**src/lpht_pkg.sv**
```systemverilog
`timescale 1ns / 1ps
// ----------------------------------------------------------------------------
// lpht_pkg
// Shared types and constants of the linear-probe hash table: request codes,
// hash mixing constants, the hash unit status and the result layout.
// ----------------------------------------------------------------------------
package lpht_pkg;

    typedef enum logic [1:0] {
        ACT_QUERY  = 2'd0,
        ACT_LOOKUP = 2'd1,
        ACT_WRITE  = 2'd2,
        ACT_CLEAR  = 2'd3
    } lpht_action_t;

    localparam logic [63:0] MIX_MUL_A = 64'hbf58476d1ce4e5b9;
    localparam logic [63:0] MIX_MUL_B = 64'h94d049bb133111eb;
    localparam int          MIX_SHIFT_1 = 30;
    localparam int          MIX_SHIFT_2 = 27;
    localparam int          MIX_SHIFT_3 = 31;

    localparam int DATA_IN_BITS  = 80;
    localparam int DATA_OUT_BITS = 32;

    // hash unit status toward the controller
    typedef struct packed {
        logic        done;
        logic [63:0] value;
    } lpht_hash_t;

    // result layout, was_present in bit 0
    typedef struct packed {
        logic [9:0] count;
        logic       status;
        logic [9:0] slot;
        logic [7:0] value;
        logic       present;
    } lpht_result_t;

endpackage

```
**src/lpht_hash.sv**
```systemverilog
`timescale 1ns / 1ps
// ----------------------------------------------------------------------------
// lpht_hash
// Seeded splitmix64 finalizer on one shared 32x32 multiplier. Each 64-bit
// product takes four phases: three partial products plus the final add.
// ----------------------------------------------------------------------------
module lpht_hash
    import lpht_pkg::*;
(
    input  logic        clk,
    input  logic        rst_n,
    input  logic        start,
    input  logic [63:0] key,
    input  logic [63:0] seed,
    output lpht_hash_t  result
);

    logic        busy_reg, busy_next;
    logic        round_reg, round_next;
    logic [1:0]  phase_reg, phase_next;
    logic        done_reg, done_next;
    logic [63:0] a_reg, a_next;
    logic [63:0] pp_reg, pp_next;
    logic [63:0] acc_reg, acc_next;
    logic [63:0] hash_reg, hash_next;

    logic [63:0] sum;
    logic [63:0] mul_const;
    logic [31:0] mul_x;
    logic [31:0] mul_y;
    logic [63:0] mul_p;
    logic [63:0] prod;

    assign sum       = key + seed;
    assign mul_const = round_reg ? MIX_MUL_B : MIX_MUL_A;
    assign mul_p     = {32'd0, mul_x} * {32'd0, mul_y};
    assign prod      = {acc_reg[63:32] + pp_reg[31:0], acc_reg[31:0]};

    always_comb
    begin
        case (phase_reg)
            2'd1:
            begin
                mul_x = a_reg[63:32];
                mul_y = mul_const[31:0];
            end
            2'd2:
            begin
                mul_x = a_reg[31:0];
                mul_y = mul_const[63:32];
            end
            default:
            begin
                mul_x = a_reg[31:0];
                mul_y = mul_const[31:0];
            end
        endcase
    end

    always_comb
    begin
        busy_next  = busy_reg;
        round_next = round_reg;
        phase_next = phase_reg;
        done_next  = 1'b0;
        a_next     = a_reg;
        pp_next    = pp_reg;
        acc_next   = acc_reg;
        hash_next  = hash_reg;
        if (start)
        begin
            a_next     = sum ^ (sum >> MIX_SHIFT_1);
            busy_next  = 1'b1;
            round_next = 1'b0;
            phase_next = 2'd0;
        end
        else if (busy_reg)
        begin
            phase_next = phase_reg + 2'd1;
            case (phase_reg)
                2'd0:
                begin
                    pp_next = mul_p;
                end
                2'd1:
                begin
                    acc_next = pp_reg;
                    pp_next  = mul_p;
                end
                2'd2:
                begin
                    acc_next[63:32] = acc_reg[63:32] + pp_reg[31:0];
                    pp_next         = mul_p;
                end
                default:
                begin
                    if (!round_reg)
                    begin
                        a_next     = prod ^ (prod >> MIX_SHIFT_2);
                        round_next = 1'b1;
                    end
                    else
                    begin
                        hash_next = prod ^ (prod >> MIX_SHIFT_3);
                        done_next = 1'b1;
                        busy_next = 1'b0;
                    end
                end
            endcase
        end
    end

    always_ff @(posedge clk or negedge rst_n)
    begin
        if (!rst_n)
        begin
            busy_reg  <= 1'b0;
            round_reg <= 1'b0;
            phase_reg <= 2'd0;
            done_reg  <= 1'b0;
        end
        else
        begin
            busy_reg  <= busy_next;
            round_reg <= round_next;
            phase_reg <= phase_next;
            done_reg  <= done_next;
        end
    end

    always_ff @(posedge clk)
    begin
        a_reg    <= a_next;
        pp_reg   <= pp_next;
        acc_reg  <= acc_next;
        hash_reg <= hash_next;
    end

    assign result.done  = done_reg;
    assign result.value = hash_reg;

endmodule

```
**config.mk**
```make
export PLATFORM = sky130hd
export DESIGN_NAME = lpht_hash
export DESIGN_NICKNAME = d
export VERILOG_FILES = /design/src/lpht_pkg.sv /design/src/lpht_hash.sv
export SDC_FILE = /design/constraint.sdc
export NUM_CORES = 2
export LEC_CHECK = 0
export BUFFER_PORTS_ARGS = -buffer_cell sky130_fd_sc_hd__buf_2
export CAP_MARGIN = 20
export CORE_AREA = 5 5 294 296
export CTS_BUF_LIST = sky130_fd_sc_hd__clkbuf_8
export DETAILED_ROUTE_END_ITERATION = 16
export DIE_AREA = 0 0 299 301
export PLACE_DENSITY = 0.72
export SLEW_MARGIN = 5
export SYNTH_ARGS = -nofsm -noshare
export SYNTH_HDL_FRONTEND = slang
export SYNTH_SLANG_ARGS = --single-unit
```
**constraint.sdc**
```tcl
create_clock -name clk -period 10.8 [get_ports clk]
set_clock_uncertainty 0.2 [all_clocks]
set_input_delay 0.54 -clock clk [delete_from_list [all_inputs] [get_ports clk]]
set_output_delay 0.54 -clock clk [all_outputs]
set_load 0.05 [all_outputs]
```
Word level (Yosys, flattened, before mapping)

Cells that the tools add are included.

Reductions and logical operators: 10
Multipliers: 1
Shift-type cells: 0
Magnitude comparators: 0
Add/sub/neg operators: 3
Mux-type cells: 21
Div/mod/pow operators: 0
Equal/unequal tests: 4
Bitwise operators: 5

Operators with widths:

| kind                  | count |
|---|---|
| $mux W64              | 4 |
| $add A64 B64 Y64      | 1 |
| $mul A32 B32 Y64      | 1 |
| $mux W32              | 2 |
| $pmux W32 S2          | 1 |
| $xor A64 B33 Y64      | 1 |
| $xor A64 B34 Y64      | 1 |
| $xor A64 B37 Y64      | 1 |
| $mux W62              | 1 |
| $add A32 B32 Y32      | 1 |
| $reduce_and A3 Y1     | 4 |
| $mux W1               | 11 |
| $mux W2               | 2 |
| $reduce_and A4 Y1     | 1 |
| $reduce_bool A2 Y1    | 2 |
| $reduce_or A3 Y1      | 1 |
| $add A2 B1 Y2 const B | 1 |
| $eq A2 B1 Y1 const B  | 1 |
| $eq A2 B2 Y1 const B  | 1 |
| $logic_not A2 Y1      | 1 |
| $ne A2 B1 Y1 const B  | 1 |
| $ne A2 B2 Y1 const B  | 1 |
| $not A1 Y1            | 2 |
| $reduce_and A2 Y1     | 1 |

Bits in latches: 0
Bits of input ports: 131
Logic and storage cells: 53
Register bits after elaboration: 261
Memory bits (writable): 0
Output and inout port bits: 65
Memories kept: 0
ROM bits: 0

Depth between registers and ports, before layout

Depth in word-level cells: 6
Gate-level depth with buffers: 38
Gate-level depth less buffers: 36

Worst setup path before layout

Ideal clock, no wire load.

Path kind: register -> register
Start point: reg phase_reg[1]
End point: reg pp_reg[61], data pin
Setup time: 0.260 ns
Period minus slack after synthesis: 9.428 ns
Path buffers: 4
Data required time: 10.340 ns
Data arrival time: 8.968 ns
Path slack: 1.372 ns
Stages on the path, launching flop included: 34
Cells stage by stage: dfrtp_1 inv_1 ha_1 clkbuf_1 buf_1 buf_1 mux2i_1 inv_1 nand2_1 nor2_1 fa_1 inv_1 fa_1 fa_1 fa_1 inv_1 fa_1 fa_1 fa_1 inv_1 fa_1 inv_1 ha_1 clkbuf_1 a21o_1 a21o_1 a21oi_1 o22ai_1 a2111oi_0 o41ai_1 a31oi_1 o21bai_1 a41oi_1 xnor2_1

Longest elaborated chain between the ends: 3
Elaborated cells on any way between the ends: 5
Classes of those cells: mul: 1; eq/ne: 2; mux: 2

RTL lines:

| what                                         | RTL line         | text |
|---|---|---|
| start, declared                              | lpht_hash.sv:20  | `logic [1:0] phase_reg, phase_next;` |
| start signal, assigned                       | lpht_hash.sv:126 | `phase_reg <= phase_next;` |
| $eq A2 B1 Y1 or $eq A2 B2 Y1 (tied branches) | lpht_hash.sv:41  | `case (phase_reg)` |
| $mux W32                                     | lpht_hash.sv:41  |  |
| $mul A32 B32 Y64 (*)                         | lpht_hash.sv:36  | `assign mul_p = {32'd0, mul_x} * {32'd0, mul_y};` |
| named net mul_p[61]                          | lpht_hash.sv:31  | `logic [63:0] mul_p;` |
| end signal, assigned                         | lpht_hash.sv:134 | `pp_reg <= pp_next;` |
| end, declared                                | lpht_hash.sv:23  | `logic [63:0] pp_reg, pp_next;` |

Mark *: on every way through the listed nets, which the timed path passes. The rest lies on a longest branch.
A chain may end at the register's enable or synchronous reset.

Worst setup path after layout

Start point: reg phase_reg[1]
End point: reg pp_reg[59], data pin

The elaborated chain is that of the path after synthesis.

==> metrics.yaml <==
fmax_mhz: 96.0
grt_antenna_before_repair: 3
cts_buffer_depth: 3
hold_class: "primary input to async pin"
drive_gt1_share_pct: 9.51
cts.clk_slew.worst_paths_ns: 0.07
setup_tns_ns: 0
ios: 196
antenna_left: 0
cts_tree: "yes"
place_hpwl_um: 136000
hold_viol_final: 0
drt_iter0_drc: 3354
grt_pass1_wl_um: 230000
synth-seq-area-share_pct: 17.2
cts.sinks: 261
grt_max_degree: 65
crit_arrival_ns: 10.53
htreeDepth: 2
slew_viol_final: 0
fp-row-count: 106
numCtsBuffers: 37
fin_crit_ns: 10.42
run_status: "finished, final reports clean"
wl_per_cell_um: 26.9
maxCapViolations: 0
clk_latency_ns: 0.57
synth_ff_type: "edfxtp_1"
ctsResizeCount: 0
numPortBuffers: 195
grt_pass1_vias: 35300
slowest_stage: "fa_1"
overflow: 0
syn_to_final_growth_pct: 6.70
synth_nets: 5923
mostFrequentLayoutCells: "inv_1, fa_1, ha_1, nor2_1, edfxtp_1"
crit_required_ns: 10.91
yosysWarnings: 0
die-width_um: 299
cp_max_fo: 14
synth_area_sq_um: 45300
setup_viol: 0
cp-end-kind: "register"
rsz0062_at_grt: "false"
worst_pin_slew_ns: 1.29
via_count: 33700
finalWeightedCongestion: 1.03
die_area_sq_um: 90000
nNetsFinal: 6076
ys_types: 80
routed_via_density: 5.81
synth_edf_count: 256
dr.pass1.iters: 6
startpoint_type: "register"
grtUsageTotal_pct: 34.8
die_y_um: 301
netlist_instances: 4543
max_stage_delay_ns: 0.65
ys_ff_latch: 261
r2r_cells: 27
layout_commonest_cell: "inv_1"
core_area_sq_um: 83300
fin_crit_sh_pct: 96.4
drt-total-wl_um: 156000
start_util_pct: 54.4
synthArstFlopShare_pct: 1.92
syn-mean-instance-area_sq_um: 9.98
cts-root-buf: "clkbuf_8"
route.detailed.drc: 0
relSlewSlack_pct: 13.8
crit_path_frequent_cell: "fa_1"
crit_type: "register to register"
==> cell families (layout without fill, tap and decap cells) <==
logic type                 Yosys count  in the layout  share of synthesized area [%]
adders and majority gates         1249           1249                           47.8
buffers and inverters             1208           1387                           10.0
and+or+nand+nor                    822            822                           8.19
AOI/OAI and AO/OA                  641            641                           8.99
DFF                                261            261                           17.2
xor gates and xnor gates           257            257                           5.24
muxes                              105            105                           2.55
other                                0              2                              0
==> final timing paths <==
kind	startpoint	end	slack (ns)
setup / recovery	phase_reg[1]	pp_reg[59]	0.38
hold / removal	rst_n	phase_reg[1]	0.21
setup reg to reg	phase_reg[1]	pp_reg[59]	0.38
hold reg to reg	pp_reg[28]	acc_reg[28]	0.27
max in group asynchronous	rst_n	done_reg	10.03
min in group clk	pp_reg[28]	acc_reg[28]	0.27
==> stage by stage <==
| stage | utilization [%] | hold slack, ns | instances | instance area, sq um | worst slack (ns) |
|---|---|---|---|---|---|
| floorplan | - | 0.0444 | 4543 | 45300 | 1.37 |
| global placement | 57.2 | 0.167 | 5735 | 47600 | 0.599 |
| detailed placement | 57.2 | 0.172 | 5736 | 47700 | 0.597 |
| CTS | 58.1 | 0.185 | 5802 | 48400 | 0.527 |
| global route | 58.1 | 0.177 | 5803 | 48400 | 0.00865 |
| finish | 58.1 | 0.208 | 5804 | 48400 | 0.384 |
==> per-layer routing <==
metal  GRT usage [%]  vias to the layer above  wire length (um)
met5               0                        -                 0
met4            15.6                        0              9000
met3            5.78                      302             14200
met2            53.7                     1727             69400
met1            48.8                    17000             63400
li1                -                    14700                 -
==> cell type report <==
class,instances,area (sq um)
antenna,2,5.00
tap,1080,1350
sequential,261,7810
inverter,1056,3960
clock inverter,28,179
clock buffer,37,509
fill,7373,34900
multi-input combinational,3074,33000
timing repair buffer,266,1530
==> Yosys cell counts (all sizes together) (31+ instances only) <==
cell type | n | area [sq um]
inv | 1052 | 3950
clkbuf | 137 | 514
nand2b | 40 | 250
mux2 | 83 | 935
nand2 | 235 | 882
o21ai | 119 | 603
and3 | 31 | 194
nand4 | 41 | 263
nand3 | 33 | 165
nor2 | 334 | 1250
xnor2 | 146 | 1280
fa | 802 | 16100
o21bai | 41 | 319
ha | 447 | 5590
xor2 | 102 | 893
a21o | 89 | 668
edfxtp | 256 | 7690
a21oi | 227 | 1150
==> worst max-delay path, delay by kind of cell (launching register included) <==
| family | cells | cell delay (ns) |
|---|---|---|
| AND/OR/NAND/NOR | 6 | 1.94 |
| flip-flops | 1 | 0.43 |
| XOR/XNOR | 1 | 0.14 |
| AO/OA/AOI/OAI | 6 | 1.72 |
| multiplexers | 1 | 0.52 |
| adder cells (fa/ha/maj) | 10 | 4.55 |
| buffers and inverters | 3 | 0.62 |
==> repair_timing <==
item                      in CTS  in global routing
hold endpoints to repair       5                  0
setup buffers                  0                  0
hold buffers                   1                  0
Power is left out: the tool's default activity adds up to more than one toggle a clock period on the data nets, which glitch-free logic cannot reach.
